==> src/rtl/sm3_pkg.sv <==
`timescale 1ns / 1ps
// ----------------------------------------------------------------------------
// sm3 package
// Shared types, constants and bit functions for the sm3 hash unit.
// ----------------------------------------------------------------------------
package sm3_pkg;

	// initial chaining value
	localparam logic [31:0] SM3_IV [8] = '{
		32'h7380166f, 32'h4914b2b9, 32'h172442d7, 32'hda8a0600,
		32'ha96f30bc, 32'h163138aa, 32'he38dee4d, 32'hb0fb0e4e
	};

	// round constants for the first sixteen rounds and for the rest
	localparam logic [31:0] SM3_T_LO = 32'h79cc4519;
	localparam logic [31:0] SM3_T_HI = 32'h7a879d8a;

	// padding
	localparam logic [7:0] PAD_MARK    = 8'h80;
	localparam logic [5:0] PAD_LEN_POS = 6'd56;
	localparam logic [5:0] FILL_LAST   = 6'd63;

	// byte write into the block buffer
	typedef struct packed {
		logic       en;
		logic [3:0] idx;
		logic [1:0] lane;
		logic [7:0] data;
	} sm3_wr_t;

	// sequencer to compression unit
	typedef struct packed {
		logic start;
		logic init;
	} sm3_rctl_t;

	// compression unit status
	typedef struct packed {
		logic shift;
		logic done;
	} sm3_rst_t;

	function automatic logic [31:0] rotl(input logic [31:0] x, input logic [4:0] n);
		logic [63:0] tmp;
		tmp = {x, x} << n;
		return tmp[63:32];
	endfunction

	function automatic logic [31:0] perm0(input logic [31:0] x);
		return x ^ rotl(x, 5'd9) ^ rotl(x, 5'd17);
	endfunction

	function automatic logic [31:0] perm1(input logic [31:0] x);
		return x ^ rotl(x, 5'd15) ^ rotl(x, 5'd23);
	endfunction

	// rotated round constant for round j
	function automatic logic [31:0] t_rot(input logic [5:0] j);
		logic [31:0] t;
		t = (j[5:4] == 2'b00) ? SM3_T_LO : SM3_T_HI;
		return rotl(t, j[4:0]);
	endfunction

endpackage

==> src/rtl/sm3_hash_unit.sv <==
`timescale 1ns / 1ps
// ----------------------------------------------------------------------------
// sm3 hash unit
// SM3 digest of a byte message delivered as big-endian 32-bit words.
// ----------------------------------------------------------------------------
// Input channel: data_word with byte_count valid leading bytes (above four
// counts as four) and last_word on the final item. in_stall is high while
// an item is being worked on; one item at a time is taken.
// Each accepted item has its valid bytes written into the block buffer by
// the packer, one byte a cycle except while a compression runs. Every 64th
// byte starts the round unit: 64 rounds, then a fold into the chaining value.
// On last_word the padding (0x80, zeros to byte 56, eight length bytes)
// goes through the same byte path, one byte a cycle outside compressions,
// then one or two compressions, then eight digest words, most significant
// first, with digest_last on the eighth. The chaining value then returns to
// the initial value. A new item may be taken as soon as the last digest
// word sits in the output register.
// The output register holds its word while out_stall is high; the block
// waits on it. Reset clears all control state and loads the initial value.
// ----------------------------------------------------------------------------
module sm3_hash_unit
	import sm3_pkg::*;
(
	input  logic        clk,
	input  logic        arst_n,
	input  logic        in_valid,
	output logic        in_stall,
	input  logic [31:0] data_word,
	input  logic [2:0]  byte_count,
	input  logic        last_word,
	output logic        out_valid,
	input  logic        out_stall,
	output logic [31:0] digest_word,
	output logic        digest_last
);

	typedef enum logic [2:0] {
		ST_IDLE, ST_DATA, ST_MARK, ST_ZERO, ST_LEN, ST_COMP, ST_OUT
	} state_t;

	state_t      state_q, ret_q, nxt;
	logic [31:0] word_q;
	logic [2:0]  cnt_q;
	logic        last_q;
	logic [5:0]  fill_q;
	logic [63:0] bitlen_q;
	logic [63:0] len_q;
	logic [2:0]  lcnt_q;
	logic [2:0]  oidx_q;
	logic        out_valid_q;
	logic        digest_last_q;
	logic [31:0] digest_word_q;

	logic [2:0]  sat_cnt;
	logic        put_en;
	logic [7:0]  put_byte;
	logic        blk_full;
	logic        out_free;
	logic        out_load;
	sm3_wr_t     wr;
	sm3_rctl_t   rctl;
	sm3_rst_t    rstat;
	logic [31:0] w_j, wp_j, cv_word;

	assign sat_cnt  = (byte_count > 3'd4) ? 3'd4 : byte_count;
	assign in_stall = (state_q != ST_IDLE);
	assign out_free = !out_valid_q || !out_stall;
	assign out_load = (state_q == ST_OUT) && out_free;

	// byte source per state
	always_comb begin
		put_en   = 1'b0;
		put_byte = 8'd0;
		nxt      = state_q;
		case (state_q)
			ST_DATA: begin
				put_en   = 1'b1;
				put_byte = word_q[31:24];
				nxt      = (cnt_q == 3'd1) ? (last_q ? ST_MARK : ST_IDLE) : ST_DATA;
			end
			ST_MARK: begin
				put_en   = 1'b1;
				put_byte = PAD_MARK;
				nxt      = ST_ZERO;
			end
			ST_ZERO: begin
				if (fill_q != PAD_LEN_POS) begin
					put_en = 1'b1;
				end else begin
					nxt = ST_LEN;
				end
			end
			ST_LEN: begin
				put_en   = 1'b1;
				put_byte = len_q[63:56];
				nxt      = (lcnt_q == 3'd7) ? ST_OUT : ST_LEN;
			end
			default: ;
		endcase
	end

	assign blk_full = put_en && (fill_q == FILL_LAST);

	always_comb begin
		wr.en      = put_en;
		wr.idx     = fill_q[5:2];
		wr.lane    = fill_q[1:0];
		wr.data    = put_byte;
		rctl.start = blk_full;
		rctl.init  = out_load && (oidx_q == 3'd7);
	end

	// sequencer and output register
	always_ff @(posedge clk or negedge arst_n) begin
		if (!arst_n) begin
			state_q       <= ST_IDLE;
			ret_q         <= ST_IDLE;
			cnt_q         <= 3'd0;
			last_q        <= 1'b0;
			fill_q        <= 6'd0;
			bitlen_q      <= 64'd0;
			lcnt_q        <= 3'd0;
			oidx_q        <= 3'd0;
			out_valid_q   <= 1'b0;
			digest_last_q <= 1'b0;
			digest_word_q <= 32'd0;
		end else begin
			if (out_valid_q && !out_stall && !out_load) begin
				out_valid_q <= 1'b0;
			end
			if (put_en) begin
				fill_q <= fill_q + 6'd1;
				if (blk_full) begin
					state_q <= ST_COMP;
					ret_q   <= nxt;
				end else begin
					state_q <= nxt;
				end
			end
			case (state_q)
				ST_IDLE: begin
					if (in_valid) begin
						cnt_q  <= sat_cnt;
						last_q <= last_word;
						if (sat_cnt != 3'd0) begin
							state_q <= ST_DATA;
						end else if (last_word) begin
							state_q <= ST_MARK;
						end
					end
				end
				ST_DATA: begin
					cnt_q    <= cnt_q - 3'd1;
					bitlen_q <= bitlen_q + 64'd8;
				end
				ST_MARK: begin
					bitlen_q <= 64'd0;
					lcnt_q   <= 3'd0;
				end
				ST_ZERO: begin
					if (!put_en) begin
						state_q <= nxt;
					end
				end
				ST_LEN: begin
					lcnt_q <= lcnt_q + 3'd1;
				end
				ST_COMP: begin
					if (rstat.done) begin
						state_q <= ret_q;
					end
				end
				ST_OUT: begin
					if (out_free) begin
						out_valid_q   <= 1'b1;
						digest_word_q <= cv_word;
						digest_last_q <= (oidx_q == 3'd7);
						oidx_q        <= oidx_q + 3'd1;
						if (oidx_q == 3'd7) begin
							state_q <= ST_IDLE;
						end
					end
				end
				default: state_q <= ST_IDLE;
			endcase
		end
	end

	// data path registers
	always_ff @(posedge clk) begin
		if (state_q == ST_IDLE && in_valid) begin
			word_q <= data_word;
		end else if (state_q == ST_DATA) begin
			word_q <= word_q << 8;
		end
		if (state_q == ST_MARK) begin
			len_q <= bitlen_q;
		end else if (state_q == ST_LEN) begin
			len_q <= len_q << 8;
		end
	end

	sm3_msg u_msg (
		.clk   (clk),
		.wr    (wr),
		.shift (rstat.shift),
		.w_j   (w_j),
		.wp_j  (wp_j)
	);

	sm3_round u_round (
		.clk     (clk),
		.arst_n  (arst_n),
		.ctl     (rctl),
		.w_j     (w_j),
		.wp_j    (wp_j),
		.cv_sel  (oidx_q),
		.cv_word (cv_word),
		.stat    (rstat)
	);

	assign out_valid   = out_valid_q;
	assign digest_word = digest_word_q;
	assign digest_last = digest_last_q;

endmodule

==> src/rtl/sm3_msg.sv <==
`timescale 1ns / 1ps
// ----------------------------------------------------------------------------
// sm3 message window
// Block buffer filled a byte at a time; during compression it shifts as the
// sixteen-word expansion window and feeds W and W' to the round unit.
// ----------------------------------------------------------------------------
module sm3_msg
	import sm3_pkg::*;
(
	input  logic        clk,
	input  sm3_wr_t     wr,
	input  logic        shift,
	output logic [31:0] w_j,
	output logic [31:0] wp_j
);

	logic [31:0] win_q [16];
	logic [31:0] merged;
	logic [31:0] expand;
	logic [4:0]  sh;

	// byte merge, first byte of a word clears the rest
	always_comb begin
		sh     = {2'd3 - wr.lane, 3'b000};
		merged = ((wr.lane == 2'd0) ? 32'd0 : win_q[wr.idx]) | ({24'd0, wr.data} << sh);
	end

	// next expanded word
	assign expand = perm1(win_q[0] ^ win_q[7] ^ rotl(win_q[13], 5'd15))
		^ rotl(win_q[3], 5'd7) ^ win_q[10];

	always_ff @(posedge clk) begin
		if (wr.en) begin
			win_q[wr.idx] <= merged;
		end else if (shift) begin
			for (int i = 0; i < 15; i++) begin
				win_q[i] <= win_q[i + 1];
			end
			win_q[15] <= expand;
		end
	end

	assign w_j  = win_q[0];
	assign wp_j = win_q[0] ^ win_q[4];

endmodule

==> src/rtl/sm3_round.sv <==
`timescale 1ns / 1ps
// ----------------------------------------------------------------------------
// sm3 round unit
// One compression round per cycle for all 64 rounds, then a fold into the
// chaining value; also holds the chaining value for digest readout.
// ----------------------------------------------------------------------------
module sm3_round
	import sm3_pkg::*;
(
	input  logic        clk,
	input  logic        arst_n,
	input  sm3_rctl_t   ctl,
	input  logic [31:0] w_j,
	input  logic [31:0] wp_j,
	input  logic [2:0]  cv_sel,
	output logic [31:0] cv_word,
	output sm3_rst_t    stat
);

	typedef enum logic [1:0] {R_IDLE, R_RUN, R_FOLD} rstate_t;

	rstate_t     state_q;
	logic [5:0]  j_q;
	logic [31:0] cv_q [8];
	logic [31:0] v_q [8];
	logic [31:0] a12, ss, s1, s2, ff, gg, t1, t2;

	// round function
	always_comb begin
		a12 = rotl(v_q[0], 5'd12);
		ss  = a12 + v_q[4] + t_rot(j_q);
		s1  = rotl(ss, 5'd7);
		s2  = s1 ^ a12;
		if (j_q[5:4] == 2'b00) begin
			ff = v_q[0] ^ v_q[1] ^ v_q[2];
			gg = v_q[4] ^ v_q[5] ^ v_q[6];
		end else begin
			ff = (v_q[0] & v_q[1]) | (v_q[0] & v_q[2]) | (v_q[1] & v_q[2]);
			gg = (v_q[4] & v_q[5]) | (~v_q[4] & v_q[6]);
		end
		t1 = ff + v_q[3] + s2 + wp_j;
		t2 = gg + v_q[7] + s1 + w_j;
	end

	// sequencer and chaining value
	always_ff @(posedge clk or negedge arst_n) begin
		if (!arst_n) begin
			state_q <= R_IDLE;
			j_q     <= 6'd0;
			for (int i = 0; i < 8; i++) begin
				cv_q[i] <= SM3_IV[i];
			end
		end else begin
			case (state_q)
				R_IDLE: begin
					j_q <= 6'd0;
					if (ctl.start) begin
						state_q <= R_RUN;
					end else if (ctl.init) begin
						for (int i = 0; i < 8; i++) begin
							cv_q[i] <= SM3_IV[i];
						end
					end
				end
				R_RUN: begin
					j_q <= j_q + 6'd1;
					if (j_q == 6'd63) begin
						state_q <= R_FOLD;
					end
				end
				R_FOLD: begin
					for (int i = 0; i < 8; i++) begin
						cv_q[i] <= cv_q[i] ^ v_q[i];
					end
					state_q <= R_IDLE;
				end
				default: state_q <= R_IDLE;
			endcase
		end
	end

	// working variables a to h
	always_ff @(posedge clk) begin
		if (state_q == R_IDLE && ctl.start) begin
			for (int i = 0; i < 8; i++) begin
				v_q[i] <= cv_q[i];
			end
		end else if (state_q == R_RUN) begin
			v_q[0] <= t1;
			v_q[1] <= v_q[0];
			v_q[2] <= rotl(v_q[1], 5'd9);
			v_q[3] <= v_q[2];
			v_q[4] <= perm0(t2);
			v_q[5] <= v_q[4];
			v_q[6] <= rotl(v_q[5], 5'd19);
			v_q[7] <= v_q[6];
		end
	end

	assign cv_word    = cv_q[cv_sel];
	assign stat.shift = (state_q == R_RUN);
	assign stat.done  = (state_q == R_FOLD);

endmodule

==> config.mk <==
export PLATFORM = sky130hd
export DESIGN_NAME = sm3_hash_unit
export DESIGN_NICKNAME = d
export VERILOG_FILES = /design/src/rtl/sm3_pkg.sv /design/src/rtl/sm3_hash_unit.sv /design/src/rtl/sm3_msg.sv /design/src/rtl/sm3_round.sv
export SDC_FILE = /design/constraint.sdc
export NUM_CORES = 2
export LEC_CHECK = 0
export ABC_AREA = 1
export CAP_MARGIN = 10
export CORE_MARGIN = 2
export CORE_UTILIZATION = 46
export DETAILED_ROUTE_END_ITERATION = 10
export DONT_BUFFER_PORTS = 1
export PLACE_DENSITY_LB_ADDON = 0.05
export SYNTH_ARGS = -nofsm -noshare
export SYNTH_HDL_FRONTEND = slang
export SYNTH_SLANG_ARGS = --single-unit
==> constraint.sdc <==
create_clock -name clk -period 15.2 [get_ports clk]
set_input_delay 3.8 -clock clk [delete_from_list [all_inputs] [get_ports clk]]
set_output_delay 3.8 -clock clk [all_outputs]
set_load 0.01 [all_outputs]
# Word level (Yosys, flattened, before mapping)

Memory sizes are Yosys's and may differ from the RTL's.
Index checks and enable logic that the tools add are counted.

$mul: 0
Shifts and indexed selects: 2
Equality and inequality tests: 19
$add $sub $neg: 15
Divide/modulo/power cells: 0
Bitwise logic cells: 41
Muxes and demuxes: 64
Reductions and logical operators: 31
Order comparisons: 2

Operators by type and width:

| operator                | number |
|---|---|
| $xor A32 B32 Y32        | 22 |
| $mux W256               | 2 |
| $mux W32                | 16 |
| $pmux W256 S2           | 1 |
| $add A32 B32 Y32        | 8 |
| $and A32 B32 Y32        | 5 |
| $mux W64                | 2 |
| $or A32 B32 Y32         | 4 |
| $pmux W64 S2            | 1 |
| $bmux W32 S3            | 1 |
| $add A64 B4 Y64 const B | 1 |
| $shl A64 B5 Y64         | 1 |
| $mux W3                 | 12 |
| $not A32 Y32            | 1 |
| $reduce_or A32 Y1       | 1 |
| $shl A8 B5 Y32          | 1 |
| $mux W26                | 1 |
| $pmux W8 S3             | 1 |
| $eq A3 B3 Y1 const B    | 5 |
| $pmux W3 S5             | 1 |
| $mux W1                 | 14 |
| $add A6 B1 Y6 const B   | 2 |
| $eq A6 B6 Y1 const B    | 2 |
| $pmux W3 S2             | 2 |
| 30 further kinds        | 67 |

Latch bits: 0
Memories: 2
Register bits: 480
RAM bits: 768
Input port bits: 40
Output and inout port bits: 35
Logic and storage cells: 199
ROM bits: 0

Memory list:

| memory      | depth | bits a word | rd ports | clocked after memory_dff | wr ports | line            | source |
|---|---|---|---|---|---|---|---|
| u_msg.win_q | 16    | 32          | 17       | 0                        | 16       | sm3_msg.sv:17   | `logic [31:0] win_q [16];` |
| u_round.v_q | 8     | 32          | 8        | 0                        | 8        | sm3_round.sv:25 | `logic [31:0] v_q [8];` |

# Longest topological paths before layout

An unclocked memory read counts as a cell.

Word-level depth: 11
Depth in mapped cells: 50
Mapped depth without buffers: 48

# Hierarchy

From an unflattened synthesis, not the netlist that was laid out.

Cells, all modules: 9871
Area total of the unflattened synthesis: 77948.5 sq um

By module, submodules not included:

| module        | area an instance (sq um) | times used | cells each | sequential area each (sq um) |
|---|---|---|---|---|
| sm3_round     | 38587.0                  | 1          | 4905       | 14442.6 |
| sm3_msg       | 28085.7                  | 1          | 3588       | 15374.7 |
| sm3_hash_unit | 11275.8                  | 1          | 1378       | 5720.5 |

# Worst setup path before layout

No wires, ideal clock.

Kind: flip-flop to flip-flop
Start point: reg state_q[2]
End point: mem u_round.v_q[0][0], enable pin
Data required time: 14.571 ns
Buffers on the path: 2
Clock period less this slack: 9.237 ns
Setup time: 0.629 ns
Arrival: 8.608 ns
Stages on the path, launching flop included: 14
Path slack: 5.963 ns
Cells stage by stage: dfrtp_1 inv_2 nand3_2 nand2_1 nor2_2 nand2_4 nand2_2 nor2_4 nand2_4 inv_2 nand2_2 buf_4 buf_4 nand2_1

RTL lines:

| element                | line                 | source |
|---|---|---|
| start, declared        | sm3_hash_unit.sv:41  | `state_t state_q, ret_q, nxt;` |
| start signal, assigned | sm3_hash_unit.sv:137 | `state_q <= nxt;` |
| start signal, assigned | sm3_hash_unit.sv:162 | `state_q <= nxt;` |
| start signal, assigned | sm3_hash_unit.sv:170 | `state_q <= ret_q;` |
| end, declared          | sm3_round.sv:25      |  |

==> results.cfg <==
[clock_network]
cts_resized = 0
clkSlewWorstSetupHoldPaths_ns = 0.06
cts-hold-fix-buffers = 0
cts_setup_buffers = 0
cts.path.max_buffers = 3
cts_root_buffer = clkbuf_16
cts_tree = yes
htreeDepth = 4
insertion_delay_ns = 0.81
cts_inserted_buffers = 145
clkSinkCount = 1242

[cells_and_area]
area_delta_synth_final_pct = 8.90
final_util_pct = 50.4
final_area_um2 = 79900
fin_nets = 8691
drive_above_1_share_pct = 6.09
register_area_um2 = 35500
fillerInstances = 15000
multi_input_area_um2 = 32100

[critical_path]
rr_startpoint = u_round.j_q[4]
path_class = flip-flop to flip-flop
worst-path-max-fanout = 25
cp.arrival_ns = 9.72
cp.depth = 39
cp_common_cell = nand2_1
r2r_slack_ns = 6.03
crit_family = adder cells
path_buf_inv = 7
cp.required_ns = 15.75
critPathLaunchType = flip-flop
reg2regPathDepth = 39
r2r-end = u_round.v_q[4][14]
end_kind = flip-flop
slowest_stage = xnor2_1
slowest_delay_ns = 0.82

[synthesis]
ys_ff_latch = 1242
synth-xor-area-share_pct = 3.90
syn-instance-count = 8513
synthAdderAreaFrac_pct = 6.97
synth.area.mux_share_pct = 0.123
synth-warning-count = 0
synth_top_family_by_area = simple AND/OR/NAND/NOR gates
synth-seq-area-share_pct = 48.4
synthArstFlopShare_pct = 30.7
synth.distinct_cells = 63
syn-num-nets = 8849
synth-simple-area-share_pct = 16.3
postSynthAreaPerCell_um2 = 8.62
synth_compound_area_share_pct = 16.1
synth_edf_count = 861
syn_area_um2 = 73400
synthFlopType = edfxtp_1

[pwr]
p_int_uw = 8410
p_seq_share_pct = 32.5
ir_drop_uv = 129
pwr-share-comb_pct = 44.6
p_switching_uw = 6770
clkPwrFrac_pct = 22.9
leakage_uw = 0.0336
swShare_pct = 44.6
power_density_nw_per_um2 = 190

[hold_path]
hold_path_end = ret_q[0]
min_path_type = flip-flop to flip-flop
hold_start = ret_q[0]
min_path_cells = 2

[die]
core_um2 = 158000
die_y_um = 403
initial_utilization_pct = 46.3
io_pins = 75
die_width_um = 403
dieArea_um2 = 163000
num_rows = 146

[global_routing]
track_usage_pct = 34.7
grt_pass1_wl_um = 411000
grt_max_degree = 382
grt_pass1_vias = 57300
overflow = 0
antenna_found_initial = 4

[drt]
drt-total-wl_um = 286000
drtAntennaViolNets = 0
routedWlPerCell_um = 27.1
first_pass_iters = 8
dr.first_iter.drc_count = 7016
drc = 0
via_per_inst = 5.84
num_vias = 61600

[timing]
min_period_over_period_pct = 60.3
rsz0062_at_grt = no
finalHoldViolations = 0
finalSetupViolations = 0
worst_hold_slack_ns = 0.477
worstMarginPinSlew_ns = 2.03
skew_ns = 0.0470
setup_tns_ns = 0
slew_headroom_pct = -35.6
slew_violations = 177
period_minus_slack_ns = 9.17
setup_slack_ns = 6.03
fmax_ghz = 0.109

[run_status]
outcome = finished with violations
violations = max-slew violations

[place]
hpwl_um = 202000
placed_area_um2 = 75200
io_buffers = 0
place.gp.congestion = 1.02
pre_cts_ws_ns = 6.04

[job]
maxCapViolCount = 0
-- stage by stage --
step	cells	power, uW
final	10600	15200
after global routing	10500	16000
after CTS	10500	15100
after detailed placement	10300	11600
after global placement	10300	11600
after floorplan	8513	9130
-- registers in the layout, indices dropped and copies added, names as in the netlist, 2 cells and up --
signal	flops
cnt_q	3
ret_q	3
len_q	61
state_q	3
digest_word	32
word_q	32
u_round.j_q	6
oidx_q	3
u_round.state_q	2
bitlen_q	61
u_round.cv_q	256
fill_q	6
lcnt_q	3
u_msg.win_q	512
u_round.v_q	256
-- per-layer routing --
metal  wire [um]  GRT usage, %
met3       22400          6.13
met2      131000          54.5
met4       14000          15.2
met5          43             0
met1      119000          47.2
-- power groups by stage --
stage | sequential (uW) | clock [uW] | combinational, uW
after floorplan | 4880 | 0 | 4250
after global placement | 4980 | 0 | 6610
after detailed placement | 4990 | 0 | 6630
after CTS | 4930 | 3520 | 6670
after global routing | 4970 | 3650 | 7390
final | 4930 | 3480 | 6770
-- cell type report --
class	count	area share, %
antenna	1	0.00313
clock buffer	194	4.94
clock inverter	75	0.883
inverter	1109	5.23
multi-input combinational	5754	40.2
sequential	1242	44.5
tap	2072	3.24
timing repair buffer	103	0.999
-- worst register-to-register path, delay by kind of cell, from the launching register on --
| family | cells | cell delay (ns) |
|---|---|---|
| AOI/OAI and AO/OA | 7 | 1.41 |
| xor gates and xnor gates | 1 | 0.82 |
| adders and majority gates | 7 | 3.05 |
| buffers and inverters | 7 | 1.18 |
| DFF | 1 | 0.40 |
| and+or+nand+nor | 17 | 2.10 |
-- kinds of logic (layout without fill, tap and decap cells) --
family,Yosys count,count (layout)
other cells,0,1
fa+ha+maj,296,296
compound gates,2229,2229
simple gates,2900,2900
mux,9,9
buf+inv,1517,1481
flops,1242,1242
xor+xnor,320,320
-- cell usage in the layout, fill, tap and decap left out, types with 21 or more instances in the layout --
| master | Yosys | routed |
|---|---|---|
| dfrtp_1 | 262 | 260 |
| nand2_1 | 1979 | 1977 |
| dfstp_2 | 119 | 119 |
| buf_4 | 43 | 101 |
| clkbuf_1 | 224 | 39 |
| clkinv_2 | 0 | 30 |
| edfxtp_1 | 861 | 861 |
| inv_1 | 1088 | 1084 |
| clkbuf_16 | 0 | 148 |
| fa_1 | 188 | 188 |
| o21ai_1 | 274 | 274 |
| or2_2 | 21 | 21 |
| nand4_1 | 72 | 72 |
| a21oi_1 | 552 | 552 |
| ha_1 | 108 | 108 |
| clkinv_1 | 6 | 32 |
| nor2_1 | 253 | 248 |
| a22oi_1 | 43 | 43 |
| o22ai_1 | 176 | 176 |
| o21ai_0 | 1076 | 1072 |
| nor3_1 | 146 | 146 |
| nand3_1 | 370 | 370 |
| xnor2_1 | 75 | 75 |
| xor2_1 | 241 | 241 |
-- synthesized netlist by cell type (21+ instances only) --
library cell | count | area share, %
edfxtp_1 | 861 | 35
a22oi_1 | 43 | 0.44
o21ai_0 | 1076 | 7.3
inv_1 | 1088 | 5.6
nand4_1 | 72 | 0.61
ha_1 | 108 | 1.8
fa_1 | 188 | 5.1
a21oi_1 | 552 | 3.8
xor2_1 | 241 | 2.9
nor2_1 | 253 | 1.3
xnor2_1 | 75 | 0.90
o22ai_1 | 176 | 1.5
buf_2 | 98 | 0.67
nand2_1 | 1979 | 10
o21ai_1 | 274 | 1.9
dfstp_2 | 119 | 4.3
buf_4 | 43 | 0.44
or2_2 | 21 | 0.18
nand3_1 | 370 | 2.5
nor3_1 | 146 | 1.0
dfrtp_1 | 262 | 8.9
buf_1 | 42 | 0.21
clkbuf_1 | 224 | 1.1
-- worst max-delay path by stage --
stage | start | slack [ns] | end
floorplan | state_q[2] | 5.96 | u_round.v_q[0][0]
global placement | u_round.j_q[4] | 5.91 | u_round.v_q[4][14]
detailed placement | u_round.j_q[4] | 6.04 | u_round.v_q[4][14]
CTS | u_round.j_q[4] | 6.06 | u_round.v_q[4][14]
global route | u_round.j_q[2] | 5.43 | u_round.v_q[4][14]
finish | u_round.j_q[4] | 6.03 | u_round.v_q[4][14]
(Power assumes the default switching activity.)
